### src/hdl/bptc_pkg.sv
// ----------------------------------------------------------------------------
// bptc_pkg
// Shared types for the barometer temperature compensation pipeline:
// calibration set and the buses that pass between the pipeline sections.
// ----------------------------------------------------------------------------
package bptc_pkg;

   localparam int RawWidth  = 24;
   localparam int TempWidth = 21;
   localparam int PresWidth = 25;

   // register indexes on the csr port
   localparam logic [2:0] RegVariant  = 3'd0;
   localparam logic [2:0] RegPresSens = 3'd1;
   localparam logic [2:0] RegPresOff  = 3'd2;
   localparam logic [2:0] RegSensTc   = 3'd3;
   localparam logic [2:0] RegOffTc    = 3'd4;
   localparam logic [2:0] RegRefTemp  = 3'd5;
   localparam logic [2:0] RegTempSens = 3'd6;

   // calibration words and family select, as held in the register file
   typedef struct packed {
      logic        variant;
      logic [15:0] pres_sens;
      logic [15:0] pres_off;
      logic [15:0] sens_tc;
      logic [15:0] off_tc;
      logic [15:0] ref_temp;
      logic [15:0] temp_sens;
   } cal_type;

   // first-order results
   typedef struct packed {
      logic [RawWidth-1:0] d1;
      logic signed [18:0]  temp;
      logic signed [18:0]  d;     // temp - 2000
      logic signed [18:0]  c;     // temp + 1500
      logic signed [34:0]  off;
      logic signed [33:0]  sens;
      logic [47:0]         sq;    // dT squared
   } fo_type;

   // second-order corrected terms
   typedef struct packed {
      logic [RawWidth-1:0]        d1;
      logic signed [TempWidth-1:0] temp_out;
      logic signed [40:0]          s;     // SENS - SENSi
      logic signed [40:0]          o;     // OFF - OFFi
   } so_type;

endpackage

### src/hdl/bptc_pressure.sv
// ----------------------------------------------------------------------------
// bptc_pressure
// Four-stage pressure path: split D1 x SENS product, partial-product sum,
// scaling minus OFF, final scaling with saturation into the output register.
// ----------------------------------------------------------------------------
module bptc_pressure (
   input  logic                                  clock,
   input  logic                                  reset,
   input  bptc_pkg::cal_type                     cal,
   input  logic                                  in_valid,
   output logic                                  in_ready,
   input  bptc_pkg::so_type                      in_data,
   output logic                                  out_valid,
   input  logic                                  out_ready,
   output logic signed [bptc_pkg::TempWidth-1:0] out_temp,
   output logic signed [bptc_pkg::PresWidth-1:0] out_pres
);

   localparam logic signed [45:0] PresMax = 46'sd16777215;
   localparam logic signed [45:0] PresMin = -46'sd16777216;

   logic [3:0] vld_ff;
   logic [3:0] adv;

   // stage 7
   logic [44:0]                           plo_in, plo_ff;
   logic signed [44:0]                    phi_in, phi_ff;
   logic signed [40:0]                    o_s7_ff, o_s8_ff;
   logic signed [bptc_pkg::TempWidth-1:0] temp_s7_ff, temp_s8_ff, temp_s9_ff, temp_ff;
   // stage 8
   logic signed [65:0]                    prod_in, prod_ff;
   // stage 9
   logic signed [65:0]                    prod_fl;
   logic                                  prod_rnd;
   logic signed [45:0]                    pr_in, pr_ff;
   // stage 10
   logic signed [45:0]                    pr_fl, pr_q;
   logic                                  pr_rnd;
   logic signed [bptc_pkg::PresWidth-1:0] pres_in, pres_ff;

   always_comb begin
      adv[3] = !vld_ff[3] || out_ready;
      adv[2] = !vld_ff[2] || adv[3];
      adv[1] = !vld_ff[1] || adv[2];
      adv[0] = !vld_ff[0] || adv[1];
   end

   assign in_ready  = adv[0];
   assign out_valid = vld_ff[3];
   assign out_temp  = temp_ff;
   assign out_pres  = pres_ff;

   always_ff @(posedge clock) begin
      if (reset) begin
         vld_ff <= '0;
      end else begin
         if (adv[0]) begin
            vld_ff[0] <= in_valid;
         end
         if (adv[1]) begin
            vld_ff[1] <= vld_ff[0];
         end
         if (adv[2]) begin
            vld_ff[2] <= vld_ff[1];
         end
         if (adv[3]) begin
            vld_ff[3] <= vld_ff[2];
         end
      end
   end

   // 41-bit SENS split into a 21-bit low half and a signed 20-bit high half
   assign plo_in = in_data.d1 * in_data.s[20:0];
   assign phi_in = $signed({1'b0, in_data.d1}) * $signed(in_data.s[40:21]);

   assign prod_in = $signed({phi_ff, 21'h000000}) + $signed({21'h000000, plo_ff});

   always_comb begin
      prod_fl  = prod_ff >>> 21;
      prod_rnd = prod_ff[65] && (|prod_ff[20:0]);
      pr_in    = $signed(prod_fl[45:0]) + $signed({45'd0, prod_rnd})
                 - $signed({{5{o_s8_ff[40]}}, o_s8_ff});
   end

   always_comb begin
      pr_fl  = cal.variant ? (pr_ff >>> 13) : (pr_ff >>> 15);
      pr_rnd = pr_ff[45] && (cal.variant ? (|pr_ff[12:0]) : (|pr_ff[14:0]));
      pr_q   = pr_fl + $signed({45'd0, pr_rnd});
      priority if (pr_q > PresMax) begin
         pres_in = PresMax[24:0];
      end else if (pr_q < PresMin) begin
         pres_in = PresMin[24:0];
      end else begin
         pres_in = pr_q[24:0];
      end
   end

   always_ff @(posedge clock) begin
      if (adv[0]) begin
         plo_ff     <= plo_in;
         phi_ff     <= phi_in;
         o_s7_ff    <= in_data.o;
         temp_s7_ff <= in_data.temp_out;
      end
      if (adv[1]) begin
         prod_ff    <= prod_in;
         o_s8_ff    <= o_s7_ff;
         temp_s8_ff <= temp_s7_ff;
      end
      if (adv[2]) begin
         pr_ff      <= pr_in;
         temp_s9_ff <= temp_s8_ff;
      end
      if (adv[3]) begin
         pres_ff <= pres_in;
         temp_ff <= temp_s9_ff;
      end
   end

endmodule
### config.mk
export PLATFORM = sky130hd
export DESIGN_NAME = bptc_pressure
export DESIGN_NICKNAME = d
export VERILOG_FILES = /design/src/hdl/bptc_pkg.sv /design/src/hdl/bptc_pressure.sv
export SDC_FILE = /design/constraint.sdc
export NUM_CORES = 2
export LEC_CHECK = 0
export BUFFER_PORTS_ARGS = -buffer_cell sky130_fd_sc_hd__buf_2
export CELL_PAD_IN_SITES_DETAIL_PLACEMENT = 0
export CELL_PAD_IN_SITES_GLOBAL_PLACEMENT = 2
export CORE_MARGIN = 4
export CORE_UTILIZATION = 38
export DETAILED_ROUTE_END_ITERATION = 16
export PLACE_DENSITY_LB_ADDON = 0.1
export SYNTH_ARGS = -nofsm -noshare
export SYNTH_HDL_FRONTEND = slang
export SYNTH_SLANG_ARGS = --single-unit
### constraint.sdc
create_clock -name clock -period 6.9 [get_ports clock]
set_clock_uncertainty 0.05 [all_clocks]
set_input_delay 1.035 -clock clock [delete_from_list [all_inputs] [get_ports clock]]
set_output_delay 1.035 -clock clock [all_outputs]
set_load 0.005 [all_outputs]
==> impl_metrics.env <==
export IMPL_outcome="finished with violations"
export IMPL_violations="setup timing"
export IMPL_routed_via_density=4.780
export IMPL_wl_met1_mm=68.26
export IMPL_gp_congestion=0.8315
export IMPL_dieArea_um2=140400
export IMPL_synth_top_family_by_area="adder cells"
export IMPL_clock_latency_ps=580
export IMPL_fin_area_um2=60390
export IMPL_synthToLayoutAreaGrowth_pct=18.21
export IMPL_max_freq_ghz=0.1432
export IMPL_period_share_pct=101.2
export IMPL_drc_errors=0
export IMPL_synth_adder_area_share_pct=42.81
export IMPL_finalCriticalPeriod_ps=6984
export IMPL_cts_buffers=39
export IMPL_arrival_ps=7310
export IMPL_drt_pass1_iter_count=5
export IMPL_cts_tree="built"
export IMPL_cts_root_buffer="clkbuf_16"
export IMPL_final_hold_violation_count=0
export IMPL_htreeDepth=2
export IMPL_wl_met2_mm=62.62
export IMPL_nets=7083
export IMPL_worstPathCellList="buf_12, buf_12, and2_1, fa_1, inv_1, fa_1, fa_1, fa_1, inv_2, fa_1, fa_1, inv_1, fa_1, inv_2, ha_4, a211oi_2, nand2_1, a22o_1, a31o_4, a21oi_4, o21ai_4, a211o_4, and4_1, a311oi_1"
export IMPL_wl_met3_mm=5.163
export IMPL_synth_simple_gate_area_share_pct=14.49
export IMPL_worst_path_max_delay_cell="fa_1"
export IMPL_synth_ff_type="edfxtp_1"
export IMPL_cap_violations=0
export IMPL_grt_pass1_wl_mm=220.0
export IMPL_synth_area_um2=51090
export IMPL_fin_util_pct=45.25
export IMPL_setup_slack_ps=-83.96
export IMPL_ys_async_sr_fraction_pct=0
export IMPL_slowest_delay_ps=520
export IMPL_grt_max_degree=128
export IMPL_synth_distinct_cells=80
export IMPL_drt_wl_total_mm=138.4
export IMPL_die_w_um=374.7
export IMPL_drive_above_1_share_pct=17.27
export IMPL_worst_endpoint_required_ps=7230
export IMPL_core_area_um2=133500
export IMPL_cp_max_fo=14
export IMPL_detail_route_antenna_nets=0
export IMPL_critPathMostFrequentCell="fa_1"
export IMPL_multiInputGateArea_um2=35620
export IMPL_max_slew_margin_pct=35.02
export IMPL_ff_latch_area_um2=11880
export IMPL_syn_inst=5075
export IMPL_dpl_instance_area_um2=57610
export IMPL_io_buffers=179
export IMPL_ys_seq_elements=397
export IMPL_tightest_slew_ps=974.7
export IMPL_num_vias=35340
export IMPL_grt_pass1_vias=37360
export IMPL_reg2reg_slack_ps=1290
export IMPL_wl_per_cell_um=18.72
export IMPL_holdBufCountCts=0
export IMPL_start_util_pct=38.28
export IMPL_rows=134
export IMPL_cts_clk_slew_worst_paths_ps=70
export IMPL_critPathLaunchType="primary input"
export IMPL_avgSynthCellArea_um2=10.07
export IMPL_syn_nets=6565
export IMPL_crit_path_start="in_data[109]"
export IMPL_clock_sinks=397
export IMPL_dr_max_layer_used="met4"
export IMPL_synthMuxAreaShare_pct=0.5510
export IMPL_grt_total_usage_pct=19.87
export IMPL_synth_compound_area_share_pct=6.808
export IMPL_crit_type="in2reg"
export IMPL_dieHeight_um=374.7
export IMPL_synth_top_cells_by_area="fa_1 (32%), edfxtp_1 (23%), ha_1 (11%), inv_1 (7.4%), and2_1 (6.4%)"
export IMPL_maxSlewViolCount=0
export IMPL_first_iter_violations=1671
export IMPL_synth_xor_area_share_pct=3.103
export IMPL_yosysTopAreaCell="fa_1"
export IMPL_timing_rr_start="prod_ff[4]"
export IMPL_rsz0062_at_grt="yes"
export IMPL_ys_seq_area_share_pct=23.26
export IMPL_hold_class="reg2reg"
export IMPL_critPathCaptureType="register"
export IMPL_min_from="plo_ff[3]"
export IMPL_antenna_found_initial=4
export IMPL_synth_top_area_share_pct=31.74
export IMPL_dp_hpwl_mm=117.4
export IMPL_synth_edf_count=393
export IMPL_io_pins=276
export IMPL_setup_viol=4
export IMPL_yosys_warnings=0
export IMPL_cts_buffer_depth=3
export IMPL_fillCellCount=13050
export IMPL_gr_total_overflow=0
-- sequential cells by signal (all words and copies together), names as in the netlist --
| name | count |
|---|---|
| temp_s9_ff | 21 |
| prod_ff | 66 |
| out_temp | 21 |
| temp_s8_ff | 21 |
| o_s8_ff | 41 |
| plo_ff | 45 |
| pr_ff | 46 |
| out_pres | 25 |
| vld_ff | 4 |
| temp_s7_ff | 21 |
| phi_ff | 45 |
| o_s7_ff | 41 |
-- area by class of cell --
| type | count | area share [%] |
|---|---|---|
| inverters | 1003 | 6.242 |
| flip-flops and latches | 397 | 19.67 |
| well taps | 1768 | 3.663 |
| diodes | 2 | 0.008287 |
| repair buffers | 685 | 9.282 |
| multi-input cells | 3467 | 58.97 |
| clock buffers | 45 | 1.653 |
| clock inverters | 27 | 0.5034 |
-- per-stage QoR --
| step | setup slack (ps) | TNS [ps] | cells | hold WS (ps) |
|---|---|---|---|---|
| 6_report | -83.96 | -171.1 | 7394 | 344.9 |
| 3_5_place_dp | -1082 | -40280 | 7283 | 354.5 |
| 4_1_cts | -28.70 | -49.62 | 7370 | 336.1 |
| 5_1_grt | -210.5 | -2417 | 7393 | 343.5 |
| 2_1_floorplan | -387.4 | -2790 | 5075 | 350.3 |
| 3_3_place_gp | -1034 | -39860 | 7283 | 350.6 |
-- placed cells by master (no fill, tap or decap), drive strengths merged, types with 21 or more instances in the layout --
| master | netlist | layout |
|---|---|---|
| a211oi | 34 | 34 |
| a21o | 73 | 73 |
| a21oi | 164 | 164 |
| and2 | 524 | 524 |
| and3 | 24 | 24 |
| buf | 12 | 674 |
| clkbuf | 196 | 54 |
| edfxtp | 393 | 393 |
| fa | 810 | 810 |
| ha | 452 | 452 |
| inv | 1002 | 1006 |
| mux2i | 21 | 21 |
| nand2 | 559 | 559 |
| nand2b | 38 | 38 |
| nand3 | 60 | 60 |
| nand4 | 21 | 21 |
| nor2 | 116 | 116 |
| nor2b | 23 | 23 |
| nor3 | 35 | 35 |
| o21ai | 110 | 110 |
| o21bai | 27 | 27 |
| xnor2 | 106 | 106 |
| xor2 | 75 | 75 |
-- critical path: cells and delay by family --
kind	cells	cell delay, ps
adders and majority gates	8	3650
AOI/OAI and AO/OA	7	1640
buffers and inverters	6	490
and+or+nand+nor	3	480
-- metal layers --
metal	track usage (%)	vias to the layer above
li1	-	17030
met5	0	-
met3	1.975	105
met2	31.16	596
met4	3.191	0
met1	30.34	17610
-- repair_timing --
item | 4_1_cts | 5_1_grt
pin swaps | 32 | 109
cloned | 2 | 4
gates resized for setup | 132 | 167
buffers inserted | 13 | 19
endpoints found under the setup margin | 38 | 41
-- final timing paths --
check	end	cells after the start
setup / recovery	phi_ff[40]	24
hold / removal	prod_ff[3]	0
setup reg to reg	pr_ff[44]	17
hold reg to reg	prod_ff[3]	0
-- Yosys cell counts, types with 7 or more instances --
cell       instances
a2111oi_0          8
a211oi_1          33
a21boi_0           7
a21o_1            73
a21oi_1          164
a31oi_1           17
and2_1           524
and3_1            24
clkbuf_1         196
edfxtp_1         393
fa_1             810
ha_1             452
inv_1           1002
mux2i_1           20
nand2_1          559
nand2b_1          38
nand3_1           60
nand4_1           20
nor2_1           116
nor2b_1           23
nor3_1            35
nor4_1            13
o211ai_1          10
o21a_1            17
o21ai_0           87
o21ai_1           13
o21ai_2           10
o21bai_1          27
o31ai_1           11
or3_1             14
xnor2_1          106
xor2_1            75
-- cells by family (layout without fill, tap and decap cells) --
group                    Yosys count  count (layout)
AO/OA/AOI/OAI                    537             537
adder cells (fa/ha/maj)         1262            1262
XOR/XNOR                         181             181
flip-flops                       397             397
other                              0               2
buffers and inverters           1211            1760
multiplexers                      27              27
AND/OR/NAND/NOR                 1460            1460
Power is not shown: default switching activity piles up to over one toggle a cycle in this logic, so the estimate is an artifact.
