<file path="config.mk">
export PLATFORM = sky130hd
export DESIGN_NAME = bptc_second_order
export DESIGN_NICKNAME = d
export VERILOG_FILES = /design/src/hdl/bptc_pkg.sv /design/src/hdl/bptc_second_order.sv
export SDC_FILE = /design/constraint.sdc
export NUM_CORES = 2
export LEC_CHECK = 0
export BUFFER_PORTS_ARGS = -buffer_cell sky130_fd_sc_hd__clkbuf_2
export CAP_MARGIN = 20
export CORE_MARGIN = 5
export CORE_UTILIZATION = 34
export DETAILED_ROUTE_END_ITERATION = 8
export SYNTH_ARGS = -nofsm -noshare
export SYNTH_HDL_FRONTEND = slang
export SYNTH_SLANG_ARGS = --single-unit
</file>
<file path="constraint.sdc">
create_clock -name clock -period 19.4 [get_ports clock]
set_input_delay 2.91 -clock clock [delete_from_list [all_inputs] [get_ports clock]]
set_output_delay 2.91 -clock clock [all_outputs]
set_load 0.01 [all_outputs]
</file>
<file path="src/hdl/bptc_pkg.sv">
// ----------------------------------------------------------------------------
// bptc_pkg
// Shared types for the barometer temperature compensation pipeline:
// calibration set and the buses that pass between the pipeline sections.
// ----------------------------------------------------------------------------
package bptc_pkg;

   localparam int RawWidth  = 24;
   localparam int TempWidth = 21;
   localparam int PresWidth = 25;

   // register indexes on the csr port
   localparam logic [2:0] RegVariant  = 3'd0;
   localparam logic [2:0] RegPresSens = 3'd1;
   localparam logic [2:0] RegPresOff  = 3'd2;
   localparam logic [2:0] RegSensTc   = 3'd3;
   localparam logic [2:0] RegOffTc    = 3'd4;
   localparam logic [2:0] RegRefTemp  = 3'd5;
   localparam logic [2:0] RegTempSens = 3'd6;

   // calibration words and family select, as held in the register file
   typedef struct packed {
      logic        variant;
      logic [15:0] pres_sens;
      logic [15:0] pres_off;
      logic [15:0] sens_tc;
      logic [15:0] off_tc;
      logic [15:0] ref_temp;
      logic [15:0] temp_sens;
   } cal_type;

   // first-order results
   typedef struct packed {
      logic [RawWidth-1:0] d1;
      logic signed [18:0]  temp;
      logic signed [18:0]  d;     // temp - 2000
      logic signed [18:0]  c;     // temp + 1500
      logic signed [34:0]  off;
      logic signed [33:0]  sens;
      logic [47:0]         sq;    // dT squared
   } fo_type;

   // second-order corrected terms
   typedef struct packed {
      logic [RawWidth-1:0]        d1;
      logic signed [TempWidth-1:0] temp_out;
      logic signed [40:0]          s;     // SENS - SENSi
      logic signed [40:0]          o;     // OFF - OFFi
   } so_type;

endpackage

</file>
<file path="src/hdl/bptc_second_order.sv">
// ----------------------------------------------------------------------------
// bptc_second_order
// Three-stage second-order correction: squares and Ti, then OFFi and SENSi,
// then the corrected OFF and SENS.
// ----------------------------------------------------------------------------
module bptc_second_order (
   input  logic              clock,
   input  logic              reset,
   input  bptc_pkg::cal_type cal,
   input  logic              in_valid,
   output logic              in_ready,
   input  bptc_pkg::fo_type  in_data,
   output logic              out_valid,
   input  logic              out_ready,
   output bptc_pkg::so_type  out_data
);

   logic [2:0] vld_ff;
   logic [2:0] adv;

   // stage 4
   logic signed [37:0]               dd_full, cc_full;
   logic [49:0]                      sq3;
   logic [16:0]                      ti;
   logic signed [bptc_pkg::TempWidth-1:0] temp_out_in, temp_s4_ff, temp_s5_ff;
   logic [35:0]                      dd_ff, cc_ff;
   logic                             cold_ff, frost_ff;
   logic signed [34:0]               off_s4_ff, off_s5_ff;
   logic signed [33:0]               sens_s4_ff, sens_s5_ff;
   logic [bptc_pkg::RawWidth-1:0]    d1_s4_ff, d1_s5_ff;
   // stage 5
   logic [39:0]                      dd40, cc40;
   logic [39:0]                      offi_in, sensi_in, offi_ff, sensi_ff;
   // stage 6
   bptc_pkg::so_type                 so_in, so_ff;

   always_comb begin
      adv[2] = !vld_ff[2] || out_ready;
      adv[1] = !vld_ff[1] || adv[2];
      adv[0] = !vld_ff[0] || adv[1];
   end

   assign in_ready  = adv[0];
   assign out_valid = vld_ff[2];
   assign out_data  = so_ff;

   always_ff @(posedge clock) begin
      if (reset) begin
         vld_ff <= '0;
      end else begin
         if (adv[0]) begin
            vld_ff[0] <= in_valid;
         end
         if (adv[1]) begin
            vld_ff[1] <= vld_ff[0];
         end
         if (adv[2]) begin
            vld_ff[2] <= vld_ff[1];
         end
      end
   end

   assign dd_full = in_data.d * in_data.d;
   assign cc_full = in_data.c * in_data.c;
   assign sq3     = {2'b00, in_data.sq} + {1'b0, in_data.sq, 1'b0};

   // Ti; below 2^17, so temp - Ti always stays inside the output field
   always_comb begin
      priority if (in_data.d[18]) begin
         ti = cal.variant ? sq3[49:33] : in_data.sq[47:31];
      end else if (cal.variant) begin
         ti = {5'b00000, in_data.sq[47:36]};
      end else begin
         ti = '0;
      end
      temp_out_in = $signed({{2{in_data.temp[18]}}, in_data.temp}) - $signed({4'b0000, ti});
   end

   always_comb begin
      dd40 = {4'b0000, dd_ff};
      cc40 = {4'b0000, cc_ff};
      priority if (cold_ff && !cal.variant) begin
         offi_in  = (((dd40 << 2) + dd40) >> 1)
                    + (frost_ff ? (cc40 << 3) - cc40 : 40'd0);
         sensi_in = (((dd40 << 2) + dd40) >> 2)
                    + (frost_ff ? (((cc40 << 3) + (cc40 << 1) + cc40) >> 1) : 40'd0);
      end else if (cold_ff) begin
         offi_in  = (((dd40 << 1) + dd40) >> 1)
                    + (frost_ff ? (cc40 << 3) - cc40 : 40'd0);
         sensi_in = (((dd40 << 2) + dd40) >> 3)
                    + (frost_ff ? (cc40 << 2) : 40'd0);
      end else if (cal.variant) begin
         offi_in  = dd40 >> 4;
         sensi_in = '0;
      end else begin
         offi_in  = '0;
         sensi_in = '0;
      end
   end

   always_comb begin
      so_in.d1       = d1_s5_ff;
      so_in.temp_out = temp_s5_ff;
      so_in.s        = $signed({{7{sens_s5_ff[33]}}, sens_s5_ff}) - $signed({1'b0, sensi_ff});
      so_in.o        = $signed({{6{off_s5_ff[34]}}, off_s5_ff}) - $signed({1'b0, offi_ff});
   end

   always_ff @(posedge clock) begin
      if (adv[0]) begin
         dd_ff      <= dd_full[35:0];
         cc_ff      <= cc_full[35:0];
         cold_ff    <= in_data.d[18];
         frost_ff   <= in_data.c[18];
         temp_s4_ff <= temp_out_in;
         off_s4_ff  <= in_data.off;
         sens_s4_ff <= in_data.sens;
         d1_s4_ff   <= in_data.d1;
      end
      if (adv[1]) begin
         offi_ff    <= offi_in;
         sensi_ff   <= sensi_in;
         temp_s5_ff <= temp_s4_ff;
         off_s5_ff  <= off_s4_ff;
         sens_s5_ff <= sens_s4_ff;
         d1_s5_ff   <= d1_s4_ff;
      end
      if (adv[2]) begin
         so_ff <= so_in;
      end
   end

endmodule

</file>
==> results.md <==
- The number of clock sinks seen by CTS is 507.
- The fraction of layout instances using a drive strength above 1 is 0.0781.
- Buffers inserted to repair hold after CTS numbered 0.
- The most common cell after layout, fill and taps aside is sky130_fd_sc_hd__inv_1.
- The run finished with clean final reports.
- Setup repair after global routing left no endpoint under its margin.
- In the routed design, unresolved DRC markers number 0.
- After routing the design area is 0.0669 mm2.
- The top cell types in the final layout, fill and taps aside, are sky130_fd_sc_hd__inv_1, sky130_fd_sc_hd__fa_1, sky130_fd_sc_hd__ha_1, sky130_fd_sc_hd__edfxtp_1, sky130_fd_sc_hd__nand2_1.
- The number of nets in the final layout is 8084.
- Dividing the detail-routed wire length by the instance count gives 18.1 um.
- The HPWL reported at the end of detailed placement is 132000 um.
- After clock tree synthesis, the setup repair step added 0 buffers.
- The initial cell density of the core is 0.341.
- The worst reg2reg path startpoint is dd_ff[10].
- Across all register-to-register paths, the minimum setup slack is 11.84 ns.
- Timing would allow up to 102 MHz.
- The final max-slew violation count is 0.
- Counting both buffers and inverters, the worst setup path holds a total of 4.
- From synthesis to final layout, the design area changed by 10.4%.
- The worst path arrival time is 10.20 ns.
- The fraction of the mapped netlist area in adder cells is 0.362.
- Wires add up to 160000 um.
- The cell taking the most area after synthesis is sky130_fd_sc_hd__edfxtp_1.
- The fill cell instance count of the final layout is 17700.
- The worst hold path begins at d1_s4_ff[20].
- Summing every instance area after synthesis gives 0.0606 mm2.
- The class of the worst hold path is flip-flop to flip-flop.
- The worst register-to-register path has a depth of 22.
- The global-route usage over all layers is 0.171.
- The number of levels the H-tree was split into is 2.
- Clock-pin slew was measured on the worst setup and hold paths at 0.06 ns.
- Setup violations remaining at the end of the flow were counted as 0.
- Averaged over all synthesized cells, the footprint is 9.86 um2.
- TritonCTS built the clock tree.
- The cell type of the slowest stage on the worst timing path is sky130_fd_sc_hd__fa_1.
- The number of clock buffers added by TritonCTS is 56.
- In the finished design, the share of the clock period the worst path needs comes to 0.505.
- The number of failing hold endpoints at the final stage came to 0.
- The element type at the critical path end is a flip-flop.
- The count of buffers added on input and output ports is 331.
- The final critical path time including I/O delays and setup is 9.80 ns.
- The worst setup slack after layout is 9.60 ns.
- Traced cell by cell, the critical path runs through clkbuf_2 -> inv_1 -> nor2_1 -> inv_1 -> fa_1 -> fa_1 -> fa_1 -> inv_1 -> fa_1 -> fa_1 -> fa_1 -> ha_1 -> ha_1 -> nor4_1 -> o211a_1 -> nor4_1 -> o41ai_1 -> a21oi_1 -> and2_1 -> a221o_1 -> o41a_1 -> xnor2_1.
- The most prevalent standard cell on the critical path is sky130_fd_sc_hd__fa_1.
- Synthesis inferred 507 register bits.
- At the pin with the least slew margin, the transition time is 1.22 ns.
- Summing all placed instances gives a cell area of 0.0650 mm2.
- In the routed layout, each cell is associated on average with a via count of 5.02.
- The share of flip-flops with an asynchronous set or reset after synthesis is 0.
- The worst register-to-register path ends at offi_ff[35].
- The insertion delay to the later sink of the worst-skew pair is 0.67 ns.
- The xor-xnor portion of the synthesized cell area is 0.0631.
- The die covers 0.187 mm2.
- The share of the core filled with cells is 0.376.
- The final total negative setup slack is 0 ns.
- The detailed router placed 44400 vias in this run.
- After synthesis, the netlist uses 97 different library cells.
- Among all flip-flop cells after synthesis, the most frequent one is sky130_fd_sc_hd__edfxtp_1.
- The placement row count is 155.
- The type of the worst setup path is input pin to flip-flop.
- Of the total synthesized cell area, the portion taken by AND, OR, NAND and NOR gates is 0.115.
- The area of the placeable core is 0.178 mm2.
- The tightest slew margin relative to the limit is 0.182.
- After synthesis, the share of cell area in mux cells is 0.00605.
- The required time of the critical path is 19.80 ns.
- Routability-driven placement finished with a final weighted congestion of 0.905.
- The die span in x is 432 um.
- The number of antenna violations at the first check in global routing is 13.
- The number of design-rule violations left by the first detailed-router iteration is 2547.
- The first-pass GRT wire length is 254000 um.
- On the final layout, the worst clock skew is 0.0422 ns.
- Once the clock tree was built, the resizer swapped 0 gates to a different size.
- In the synthesized netlist, the number of instances is 6146.
- In this run the worst path has a maximum fanout of 19.
- Of the synthesized area, sequential elements account for 0.251.
- The worst setup path is launched from an input pin.
- Counting buffers and inverters, the worst setup path is 22 cells deep.
- The main combinational cell family by area after synthesis is adder cells.
- The number of global-route vias before repair came to 45800.
- The number of warnings printed during yosys synthesis is 0.
- In this run the vertical extent of the chip is 432 um.
- The clock passes through at most 3 buffers.
- The endpoint with the worst hold slack is d1_s5_ff[20].
- Along the worst hold path, the cell count comes to 0.
- The cell at the root of the clock tree is sky130_fd_sc_hd__clkbuf_16.
- On the critical path the largest part of the delay comes from adder cells.
- On the worst path, the slowest cell contributes a delay of 0.56 ns.
- The length of the first detailed-routing pass in iterations is 5.
- The pre-CTS setup slack is 8.94 ns.
- The remaining number of nets flagged by the antenna check after routing is 0.
- The synthesized-area fraction occupied by ao, oa, aoi and oai cells is 0.135.
- Ranked by total cell area, the synthesized netlist is headed by sky130_fd_sc_hd__edfxtp_1, sky130_fd_sc_hd__fa_1, sky130_fd_sc_hd__ha_1.
- The top cell type's share of synthesized area is 0.250.
- The largest net degree at the start of global routing is 117.
- The tool flagged a number of max-cap violations equal to 0.
- In this run, synthesis inferred 504 flip-flops with an integrated enable.
- The I/O pin count is 428.
- Global routing finished with a remaining overflow of 0.
==> final cells by class <==
class / instances / area [um2] / area share
clock inverters: 41 / 494 / 0.00739
diodes: 6 / 15.0 / 0.000224
multi-input cells: 4532 / 41300 / 0.617
well taps: 2355 / 2950 / 0.0440
repair buffers: 353 / 1830 / 0.0274
inverters: 990 / 3730 / 0.0557
clock buffers: 65 / 1440 / 0.0214
flip-flops and latches: 507 / 15200 / 0.227
==> flip-flops by register name, indices dropped and copies added (netlist names), 24 cells and up <==
name and cells:
out_data 126, offi_ff 40, sensi_ff 40, cc_ff 35
dd_ff 35, off_s4_ff 35, off_s5_ff 35, sens_s4_ff 34
sens_s5_ff 34, d1_s4_ff 24, d1_s5_ff 24
==> Yosys cell counts (all sizes together) (13+ instances only) <==
| library cell | count |
|---|---|
| o22ai | 39 |
| a211oi | 43 |
| clkbuf | 110 |
| nand4 | 33 |
| xnor2 | 304 |
| and3 | 37 |
| o211ai | 27 |
| fa | 679 |
| nor3 | 86 |
| o21ai | 210 |
| mux2i | 31 |
| o21a | 56 |
| or3 | 29 |
| nand2b | 82 |
| a31oi | 42 |
| o31ai | 18 |
| nand3 | 73 |
| o21bai | 65 |
| a21boi | 27 |
| xor2 | 133 |
| and2 | 122 |
| a31o | 13 |
| a21o | 223 |
| a21oi | 365 |
| nor2 | 390 |
| edfxtp | 504 |
| ha | 666 |
| nor2b | 90 |
| or2 | 19 |
| inv | 988 |
| nand2 | 431 |
==> how the worst max path moves through the flow <==
stage            startpoint   endpoint
6_report       in_data[122]  cc_ff[35]
5_1_grt        in_data[139]  dd_ff[35]
4_1_cts        in_data[139]  dd_ff[35]
3_5_place_dp   in_data[139]  dd_ff[35]
3_3_place_gp   in_data[122]  cc_ff[35]
2_1_floorplan     out_ready   in_ready
==> through the flow <==
| step | hold WS, ns | instances |
|---|---|---|
| 6_report | 0.416 | 8849 |
| 2_1_floorplan | 0.400 | 6148 |
| 5_1_grt | 0.423 | 8847 |
| 3_3_place_gp | 0.401 | 8736 |
| 4_1_cts | 0.409 | 8843 |
| 3_5_place_dp | 0.405 | 8737 |
==> worst register-to-register path, delay by kind of cell (launching register included) <==
kind	cells	cell delay, ns
AO/OA/AOI/OAI	12	3.38
adder cells (fa/ha/maj)	2	0.84
flip-flops	1	0.55
AND/OR/NAND/NOR	7	2.13
XOR/XNOR	1	0.26
==> logic make-up after synthesis <==
family,count (synthesis)
AO/OA/AOI/OAI,1254
XOR/XNOR,437
multiplexers,36
adder cells (fa/ha/maj),1347
AND/OR/NAND/NOR,1454
flip-flops,507
other,2
buffers and inverters,1109
==> per-layer routing <==
layer / track usage / vias up / share of wire
li1: - / 21400 / -
met1: 0.230 / 21900 / 0.45
met2: 0.298 / 869 / 0.49
met3: 0.0140 / 194 / 0.039
met4: 0.0445 / 2 / 0.027
met5: 0 / - / 0.000081
Power is not shown: default switching activity piles up to over one toggle a cycle in this logic, so the estimate is an artifact.
